### src/design/uvt_pkg.sv
// shared types and constants for the unique value table with statistics
`default_nettype none
package uvt_pkg;

   localparam int TableDepthDefault = 64;

   typedef enum logic [1:0] {
      OP_ADD    = 2'd0,
      OP_SEARCH = 2'd1,
      OP_CLEAR  = 2'd2,
      OP_UNUSED = 2'd3
   } opcode_type;

   typedef enum logic [2:0] {
      ST_ADDED     = 3'd0,
      ST_DUPLICATE = 3'd1,
      ST_FULL      = 3'd2,
      ST_FOUND     = 3'd3,
      ST_NOTFOUND  = 3'd4,
      ST_CLEARED   = 3'd5
   } status_type;

   typedef enum logic [2:0] {
      S_IDLE,
      S_SCAN,
      S_UPDATE,
      S_DIVIDE,
      S_RESPOND
   } state_type;

endpackage
`default_nettype wire

### src/design/unique_value_table_with_stats_core.sv
// unique value table with min, max and mean: top level
//
// One command at a time: start is taken while busy is low, and exactly one
// response comes back later on a one-cycle rsp_valid strobe that cannot be
// stalled, so the receiver must take it when it appears. An add or a search
// scans the stored entries through the table memory, one read per cycle with
// the read data registered before the compare, and stops at the first match.
// Then an update step, then, when the table is not empty, a restoring
// divider for the mean that retires one quotient bit per cycle over the
// running sum width (33 + log2 of the depth, 39 bits at depth 64), and a
// response state. A clear or an unused opcode skips the scan.
`default_nettype none
module unique_value_table_with_stats_core #(
   parameter int TABLE_DEPTH = uvt_pkg::TableDepthDefault,
   localparam int IW = (TABLE_DEPTH > 1) ? $clog2(TABLE_DEPTH) : 1,
   localparam int CW = $clog2(TABLE_DEPTH + 1)
) (
   input  wire                 clock,
   input  wire                 reset,
   input  wire                 start,
   output logic                busy,
   input  wire  [1:0]          req_opcode,
   input  wire  signed [31:0]  req_value,
   output logic                rsp_valid,
   output logic [2:0]          rsp_status,
   output logic [IW-1:0]       rsp_position,
   output logic [CW-1:0]       rsp_entry_count,
   output logic                rsp_is_empty,
   output logic signed [31:0]  rsp_smallest,
   output logic signed [31:0]  rsp_largest,
   output logic signed [31:0]  rsp_average
);

   localparam int SW = 33 + $clog2(TABLE_DEPTH);
   localparam int DW = $clog2(SW + 1);

   // table memory
   logic [31:0] mem [TABLE_DEPTH];
   logic [31:0] rd_data_ff;
   logic        wr_en;
   logic [IW-1:0] wr_addr;

   uvt_pkg::state_type  state_ff, state_in;
   uvt_pkg::opcode_type op_ff, op_in;
   logic signed [31:0]  val_ff, val_in;
   logic [CW-1:0]       rd_idx_ff, rd_idx_in;
   logic                pend_ff, pend_in;
   logic [IW-1:0]       pend_idx_ff, pend_idx_in;
   logic                found_ff, found_in;
   logic [IW-1:0]       where_ff, where_in;
   uvt_pkg::status_type status_ff, status_in;
   logic [IW-1:0]       pos_ff, pos_in;
   logic [CW-1:0]       count_ff, count_in;
   logic signed [SW-1:0] sum_ff, sum_in;
   logic signed [31:0]  min_ff, min_in;
   logic signed [31:0]  max_ff, max_in;
   logic [SW-1:0]       quo_ff, quo_in;
   logic [CW:0]         rem_ff, rem_in;
   logic                neg_ff, neg_in;
   logic [DW-1:0]       dcnt_ff, dcnt_in;

   logic                scan_issue;
   logic [CW:0]         trial;
   logic [SW-1:0]       sum_mag;
   logic [SW-1:0]       avg_full;

   always_comb begin
      state_in    = state_ff;
      op_in       = op_ff;
      val_in      = val_ff;
      rd_idx_in   = rd_idx_ff;
      pend_in     = 1'b0;
      pend_idx_in = rd_idx_ff[IW-1:0];
      found_in    = found_ff;
      where_in    = where_ff;
      status_in   = status_ff;
      pos_in      = pos_ff;
      count_in    = count_ff;
      sum_in      = sum_ff;
      min_in      = min_ff;
      max_in      = max_ff;
      quo_in      = quo_ff;
      rem_in      = rem_ff;
      neg_in      = neg_ff;
      dcnt_in     = dcnt_ff;
      scan_issue  = 1'b0;
      wr_en       = 1'b0;
      wr_addr     = count_ff[IW-1:0];
      trial       = {rem_ff[CW-1:0], quo_ff[SW-1]};
      sum_mag     = '0;

      case (state_ff)
         uvt_pkg::S_IDLE: begin
            if (start) begin
               op_in     = uvt_pkg::opcode_type'(req_opcode);
               val_in    = req_value;
               rd_idx_in = '0;
               found_in  = 1'b0;
               where_in  = '0;
               if (req_opcode == uvt_pkg::OP_ADD || req_opcode == uvt_pkg::OP_SEARCH) begin
                  state_in = uvt_pkg::S_SCAN;
               end else begin
                  state_in = uvt_pkg::S_UPDATE;
               end
            end
         end
         uvt_pkg::S_SCAN: begin
            // compare the entry read last cycle
            if (pend_ff && !found_ff && rd_data_ff == val_ff) begin
               found_in = 1'b1;
               where_in = pend_idx_ff;
            end
            scan_issue = !found_in && (rd_idx_ff < count_ff);
            if (scan_issue) begin
               pend_in   = 1'b1;
               rd_idx_in = rd_idx_ff + CW'(1);
            end
            if (!pend_ff && (found_ff || rd_idx_ff >= count_ff)) begin
               state_in = uvt_pkg::S_UPDATE;
            end
         end
         uvt_pkg::S_UPDATE: begin
            pos_in = '0;
            case (op_ff)
               uvt_pkg::OP_ADD: begin
                  if (found_ff) begin
                     status_in = uvt_pkg::ST_DUPLICATE;
                  end else if (count_ff == CW'(TABLE_DEPTH)) begin
                     status_in = uvt_pkg::ST_FULL;
                  end else begin
                     status_in = uvt_pkg::ST_ADDED;
                     wr_en     = 1'b1;
                     pos_in    = count_ff[IW-1:0];
                     count_in  = count_ff + CW'(1);
                     sum_in    = sum_ff + SW'(val_ff);
                     if (count_ff == '0) begin
                        min_in = val_ff;
                        max_in = val_ff;
                     end else begin
                        if (val_ff < min_ff) min_in = val_ff;
                        if (val_ff > max_ff) max_in = val_ff;
                     end
                  end
               end
               uvt_pkg::OP_SEARCH: begin
                  if (found_ff) begin
                     status_in = uvt_pkg::ST_FOUND;
                     pos_in    = where_ff;
                  end else begin
                     status_in = uvt_pkg::ST_NOTFOUND;
                  end
               end
               uvt_pkg::OP_CLEAR: begin
                  status_in = uvt_pkg::ST_CLEARED;
                  count_in  = '0;
                  sum_in    = '0;
                  min_in    = '0;
                  max_in    = '0;
               end
               default: begin
                  status_in = uvt_pkg::ST_NOTFOUND;
               end
            endcase
            // load the divider with the magnitude of the new sum
            sum_mag = sum_in[SW-1] ? SW'(-sum_in) : SW'(sum_in);
            neg_in  = sum_in[SW-1];
            quo_in  = sum_mag;
            rem_in  = '0;
            dcnt_in = '0;
            state_in = (count_in != '0) ? uvt_pkg::S_DIVIDE : uvt_pkg::S_RESPOND;
         end
         uvt_pkg::S_DIVIDE: begin
            if (trial >= {1'b0, count_ff}) begin
               rem_in = trial - {1'b0, count_ff};
               quo_in = {quo_ff[SW-2:0], 1'b1};
            end else begin
               rem_in = trial;
               quo_in = {quo_ff[SW-2:0], 1'b0};
            end
            dcnt_in = dcnt_ff + DW'(1);
            if (dcnt_ff == DW'(SW - 1)) begin
               state_in = uvt_pkg::S_RESPOND;
            end
         end
         uvt_pkg::S_RESPOND: begin
            state_in = uvt_pkg::S_IDLE;
         end
         default: begin
            state_in = uvt_pkg::S_IDLE;
         end
      endcase
   end

   always_ff @(posedge clock) begin
      if (reset) begin
         state_ff <= uvt_pkg::S_IDLE;
         count_ff <= '0;
         sum_ff   <= '0;
         min_ff   <= '0;
         max_ff   <= '0;
         pend_ff  <= 1'b0;
         found_ff <= 1'b0;
      end else begin
         state_ff <= state_in;
         count_ff <= count_in;
         sum_ff   <= sum_in;
         min_ff   <= min_in;
         max_ff   <= max_in;
         pend_ff  <= pend_in;
         found_ff <= found_in;
      end
   end

   always_ff @(posedge clock) begin
      op_ff       <= op_in;
      val_ff      <= val_in;
      rd_idx_ff   <= rd_idx_in;
      pend_idx_ff <= pend_idx_in;
      where_ff    <= where_in;
      status_ff   <= status_in;
      pos_ff      <= pos_in;
      quo_ff      <= quo_in;
      rem_ff      <= rem_in;
      neg_ff      <= neg_in;
      dcnt_ff     <= dcnt_in;
   end

   always_ff @(posedge clock) begin
      if (wr_en) begin
         mem[wr_addr] <= val_ff;
      end
      if (scan_issue) begin
         rd_data_ff <= mem[rd_idx_ff[IW-1:0]];
      end
   end

   assign avg_full        = neg_ff ? -quo_ff : quo_ff;
   assign busy            = (state_ff != uvt_pkg::S_IDLE);
   assign rsp_valid       = (state_ff == uvt_pkg::S_RESPOND);
   assign rsp_status      = status_ff;
   assign rsp_position    = pos_ff;
   assign rsp_entry_count = count_ff;
   assign rsp_is_empty    = (count_ff == '0);
   assign rsp_smallest    = min_ff;
   assign rsp_largest     = max_ff;
   assign rsp_average     = (count_ff == '0) ? 32'sd0 : avg_full[31:0];

endmodule
`default_nettype wire

### config.mk
export PLATFORM = sky130hd
export DESIGN_NAME = unique_value_table_with_stats_core
export DESIGN_NICKNAME = d
export VERILOG_FILES = /design/src/design/uvt_pkg.sv /design/src/design/unique_value_table_with_stats_core.sv
export SDC_FILE = /design/constraint.sdc
export NUM_CORES = 2
export LEC_CHECK = 0
export BUFFER_PORTS_ARGS = -buffer_cell sky130_fd_sc_hd__clkbuf_2
export CORE_ASPECT_RATIO = 0.8
export CORE_MARGIN = 5
export CORE_UTILIZATION = 57
export DETAILED_ROUTE_END_ITERATION = 6
export MAX_ROUTING_LAYER = met4
export PLACE_DENSITY_LB_ADDON = 0.15
export SLEW_MARGIN = 20
export SYNTH_ARGS = -nofsm -noshare
export SYNTH_HDL_FRONTEND = slang
export SYNTH_SLANG_ARGS = --single-unit
### constraint.sdc
create_clock -name clock -period 5.7 [get_ports clock]
set_clock_uncertainty 0.1 [all_clocks]
set_input_delay 0 -clock clock [delete_from_list [all_inputs] [get_ports clock]]
set_output_delay 0 -clock clock [all_outputs]
set_load 0.02 [all_outputs]
After elaboration in Yosys (flattened, before gate mapping). Memory sizes are Yosys's and may differ from the RTL's. A register that Yosys moved wholly into a read port is not among the register bits. Index checks and enable logic that the tools add are counted.

Output and inout port bits: 115. Memories: 1. Word-level logic and storage cells: 135. Register bits after elaboration: 230. RAM bits: 2048.

Memory list: mem (depth 64, bits a word 32, read ports 1, clocked after memory_dff 1, write ports 1, RTL line unique_value_table_with_stats_core.sv:38) `logic [31:0] mem [TABLE_DEPTH];`.

Order comparisons: 5. Bitwise gates (word level): 1. Mux-type cells: 58. Equal/unequal tests: 19. Reductions and logical operators: 26. $add $sub $neg: 7.

Operator list (count): 2-to-1 mux 32 bit (10); 2-to-1 mux 39 bit (4); one-hot mux 39 bit (2 select lines) (2); one-hot mux 32 bit (2 select lines) (2); 2-to-1 mux 7 bit (6); one-hot mux 7 bit (2 select lines) (3); adder 39 x 32 -> 39 bit (1); negation 39 bit (1); one-hot mux 6 bit (2 select lines) (3); == test 32 bit (1); > comparator 32 bit (1); less-than comparator 32 bit (1); negation 32 bit (1); 2-to-1 mux 6 bit (5); 2-to-1 mux 3 bit (5); adder 7 x 1 -> 7 bit, second input constant (2); inequality test 2 bit, second input constant (7); 2-to-1 mux 1 bit (12); one-hot mux 3 bit (4 select lines) (1); AND reduction 5 bit (2); one-hot mux 3 bit (3 select lines) (1); AND reduction 3 bit (3); >= comparator 8 x 7 -> 1 bit (1); == test 7 bit, second input constant (1); other kinds (25) (40).

Longest topological paths before layout.
Depth after elaboration: 9. Depth in mapped cells: 17. Gate-level depth less buffers: 14.

Worst setup path before layout. Ideal clock, no wire load.

Path kind: register to register. Start: reg state_ff[1]. End: mem mem[56][0] (enable). Data arrival time: 5.393 ns. Library setup time: 0.421 ns. Path slack: -0.214 ns. Data required time: 5.179 ns. Stages on the path, launching flop included: 6. Cell sequence: dfxtp_1 -> nor2b_1 -> nand2b_1 -> nor2_1 -> nand4_1 -> nor2_1.

Word-level cells in the longest chain between the ends: 4.

RTL lines: start: declaration (RTL line unique_value_table_with_stats_core.sv:43) `uvt_pkg::state_type state_ff, state_in;`; start signal: assignment (RTL line unique_value_table_with_stats_core.sv:196) `state_ff <= uvt_pkg::S_IDLE;`; start signal: assignment (RTL line unique_value_table_with_stats_core.sv:204) `state_ff <= state_in;`; == test 3 x 2 -> 1 bit (RTL line unique_value_table_with_stats_core.sv:92) `case (state_ff)`; 2-to-1 mux 1 bit (RTL line unique_value_table_with_stats_core.sv:92); 2-to-1 mux 1 bit (RTL line unique_value_table_with_stats_core.sv:229) `if (wr_en) begin`; 2-to-1 mux 1 bit (implied by the code) (RTL line unique_value_table_with_stats_core.sv:230) `mem[wr_addr] <= val_ff;`; end: declaration (RTL line unique_value_table_with_stats_core.sv:38).

No other way between the ends.

Worst setup path in the final report.
Start: reg count_ff[1], in the netlist rsp_entry_count[1]. End: mem mem[44][26] (enable).

Word-level cells in the longest chain between the ends: 7.

RTL lines: start: declaration (RTL line unique_value_table_with_stats_core.sv:53) `logic [CW-1:0] count_ff, count_in;`; start signal: assignment (RTL line unique_value_table_with_stats_core.sv:205) `count_ff <= count_in;`; == test 7 bit (RTL line unique_value_table_with_stats_core.sv:128) `end else if (count_ff == CW'(TABLE_DEPTH)) begin`; 2-to-1 mux 1 bit (RTL line unique_value_table_with_stats_core.sv:128); 2-to-1 mux 1 bit (RTL line unique_value_table_with_stats_core.sv:126) `if (found_ff) begin`; 2-to-1 mux 1 bit (RTL line unique_value_table_with_stats_core.sv:124) `case (op_ff)`; 2-to-1 mux 1 bit (RTL line unique_value_table_with_stats_core.sv:92); 2-to-1 mux 1 bit (RTL line unique_value_table_with_stats_core.sv:229); 2-to-1 mux 1 bit (implied by the code) (RTL line unique_value_table_with_stats_core.sv:230).

Several ways; a longest one is shown, not always the timed one.

==> metrics.md <==
| Metric | Value |
|---|---|
| Outcome | `finished, final reports clean` |
| Hold path startpoint | `req_value[18]` |
| Top-area cell type share of the netlist area | `0.697` |
| Logic pwr share | `0.339` |
| Leak | `34.2 nW` |
| Crit. End Element | `flip-flop` |
| CTS tree | `done` |
| Syn Nets | `4962` |
| Pwr Density | `504 nW/um^2` |
| Crit path launch | `rsp_entry_count[1]$_SDFFE_PP0P_` |
| Total grt overflow | `0` |
| Post-cts sizing count | `0` |
| Placer Congestion | `0.936` |
| Post-Syn Instances | `4800` |
| Die W | `465 um` |
| H-Tree Depth | `4` |
| Routed Antenna Nets | `0` |
| Sw Share | `0.331` |
| Routed vias/inst | `6.67` |
| Bufs on Longest Clock Path | `3` |
| Dpl ws | `1.08 ns` |
| CP max stage cell | `nor2_4` |
| Mapped cell area | `94400 um^2` |
| Fraction of registers with async set/reset | `0` |
| FF-to-FF setup slack | `0.99 ns` |
| Crit path DAT | `5.12 ns` |
| CP required | `6.11 ns` |
| Post-synth EDFFs | `2189` |
| Cell accounting for the most synthesized area | `edfxtp_1` |
| Slew margin rel. | `0.241` |
| Root Buffer | `clkbuf_16` |
| First-pass GRT wire length | `361000 um` |
| Post-route setup slack | `0.991 ns` |
| Max Fclk | `0.212 GHz` |
| Highest cell delay on the worst timing path | `0.92 ns` |
| Critical path peak fanout | `20` |
| Drt total wl | `255000 um` |
| Final hold vios | `0` |
| Cell Chain, Critical Path | `inv_1, ha_1, or4b_4, o31ai_4, nor2_1, nand3_1, nor2_4, buf_4` |
| Worst-skew pair later-pin latency | `0.84 ns` |
| Synthesis-to-layout area growth | `13.1%` |
| Register clock-pin slew on the reported worst setup and hold paths | `0.06 ns` |
| Initial antenna violation count | `34` |
| Vias post-DR | `50163` |
| Cells after DPL | `7047` |
| Sequential area share after synthesis | `0.722` |
| GRT Util Overall | `0.302` |
| Final period util | `0.826` |
| Sw power | `17.8 mW` |
| Max-cap violations | `0` |
| RSZ-0062 raised after global routing | `no` |
| Hold Crit Depth | `2` |
| Initial DRT Pass Iterations | `6` |
| Die footprint | `174000 um^2` |
| Wire per inst | `33.9 um` |
| Nets | `5330` |
| Die Height | `374 um` |
| CP Class | `flip-flop to flip-flop` |
| RR Endpoint | `mem[44][26]$_DFFE_PP_` |
| Initial Utilization | `0.574` |
| Commonest non-fill, non-tap cell in the layout | `edfxtp_1` |
| Largest net degree at the start of global routing | `130` |
| Avg Inst Size Synth | `19.7 um^2` |
| Measured slew at the worst slew-check pin | `1.14 ns` |
| Yosys warning count | `0` |
| VDD IR max | `522 uV` |
| Clock sink count | `2310` |
| IO Port Bufs | `151` |
| Row count | `133` |
| DRT iter0 DRCs | `7445` |
| Vias in the first global route | `48537` |
| Share of cells above drive strength 1 | `0.266` |
| Post-DP HPWL | `149000 um` |
| Internal power | `36.0 mW` |
| Final setup vio count | `0` |
| Most frequent cells in the layout | `2189 x edfxtp_1, 672 x mux4_2, 217 x clkbuf_16, 202 x nor2_1, 166 x buf_4` |
| Top FF cell, synth | `edfxtp_1` |
| Core ar. | `164000 um^2` |
| R2R Path Start | `rsp_entry_count[1]$_SDFFE_PP0P_` |
| Post-route DRC | `0` |
| Distinct cell type count after synthesis | `90` |
| Hold Path Sink | `val_ff[18]$_DFFE_PP_` |
| Hold crit path type | `input port to flip-flop` |
| Max-slew violations | `0` |
| Fin cells | `7517` |
| Number of buffers created by CTS | `213` |
| Critical Path Source Type | `flip-flop` |
| Sequential share of power | `0.390` |
| Flops & latches, synth | `2310` |
| Synth area leaders | `edfxtp_1 70%, mux4_2 16%, dfxtp_1 2.6%` |
| Setup TNS | `0 ns` |
| I/O pin count | `152` |
| Clock share of power | `0.271` |
| Final worst path period need | `4.71 ns` |
| Reg2reg path depth | `8` |
-- metrics by stage --
stage	hold WS [ns]	cell area (um^2)	util	power (mW)
3_3_place_gp	0.0776	98900	0.602	39.3
4_1_cts	0.00222	107000	0.649	53.9
2_1_floorplan	-0.00113	94400	-	32.8
6_report	0.0577	107000	0.649	53.8
5_1_grt	0.00401	107000	0.649	55.8
3_5_place_dp	0.0787	99000	0.602	39.4
-- flip-flops by register name (all words and copies together) (netlist names), 2 cells and up --
name,flops
where_ff,6
pend_idx_ff,6
rem_ff,7
rd_data_ff,32
rsp_smallest,32
dcnt_ff,6
rsp_largest,32
op_ff,2
rd_idx_ff,7
quo_ff,39
sum_ff,39
mem,2048
state_ff,3
rsp_status,3
val_ff,32
rsp_entry_count,7
rsp_position,6
-- power by group through the flow --
stage | clock (mW) | combinational [mW] | sequential (mW)
after detailed placement | 0 | 18.1 | 21.3
after global routing | 15.5 | 19.3 | 21.0
after floorplan | 0 | 11.0 | 21.7
after global placement | 0 | 18.0 | 21.3
after CTS | 14.7 | 18.2 | 20.9
final | 14.6 | 18.3 | 21.0
-- kinds of logic (layout without fill, tap and decap cells) --
logic type	Yosys count	count (layout)	synth area share
xor gates and xnor gates	122	122	0.0113
AOI/OAI and AO/OA	487	487	0.0355
DFF	2310	2310	0.722
and+or+nand+nor	699	699	0.0354
buffers and inverters	344	889	0.0140
muxes	713	713	0.165
adders and majority gates	125	125	0.0167
other	0	12	0
-- critical path, delay by kind of cell, from the launching register on --
kind	cells	cell delay, ns
AND/OR/NAND/NOR	4	2.60
buffers and inverters	2	0.64
flip-flops	1	0.62
adder cells (fa/ha/maj)	1	0.27
AO/OA/AOI/OAI	1	0.12
-- cells in the mapped netlist, types with 30 or more instances --
cell type,instances
edfxtp_1,2189
mux4_2,672
nor2_1,266
clkbuf_1,186
nand2_1,156
ha_1,123
dfxtp_1,121
a21oi_1,104
inv_1,97
xor2_1,92
o21ai_0,79
nand2b_1,52
buf_1,45
a211oi_1,43
nand4_1,43
nor3_1,41
a21o_1,40
mux2i_1,39
a22o_1,37
nand3_1,35
xnor2_1,30
-- metal layers --
metal / track usage / part of all wire
met4: 0.0724 / 0.025
met5: - / 0
met1: 0.449 / 0.41
met2: 0.423 / 0.45
met3: 0.0825 / 0.12
-- cell type report --
class | instances | area [um^2]
diodes | 12 | 30.0
clock buffers | 261 | 5650
clock inverters | 131 | 1430
fillers | 10969 | 57700
inverters | 99 | 372
multi-input cells | 2146 | 25400
flip-flops and latches | 2310 | 68200
well taps | 2160 | 2700
repair buffers | 398 | 2960
-- worst max-delay path by stage --
stage / slack, ns / cells past startpoint / endpoint
finish: 0.99 / 8 / mem[44][26]$_DFFE_PP_
global route: 0.73 / 14 / quo_ff[33]$_DFFE_PP_
CTS: 1.03 / 8 / mem[44][26]$_DFFE_PP_
detailed placement: 1.08 / 8 / mem[44][24]$_DFFE_PP_
global placement: 1.21 / 14 / quo_ff[33]$_DFFE_PP_
floorplan: 0.93 / 5 / mem[56][0]$_DFFE_PP_
-- what timing repair did --
item / in CTS / in global routing
setup buffers: 0 / 0
hold buffers: 66 / 0
hold endpoints to repair: 83 / 0
No activity file was read; power rests on OpenSTA's default activity.
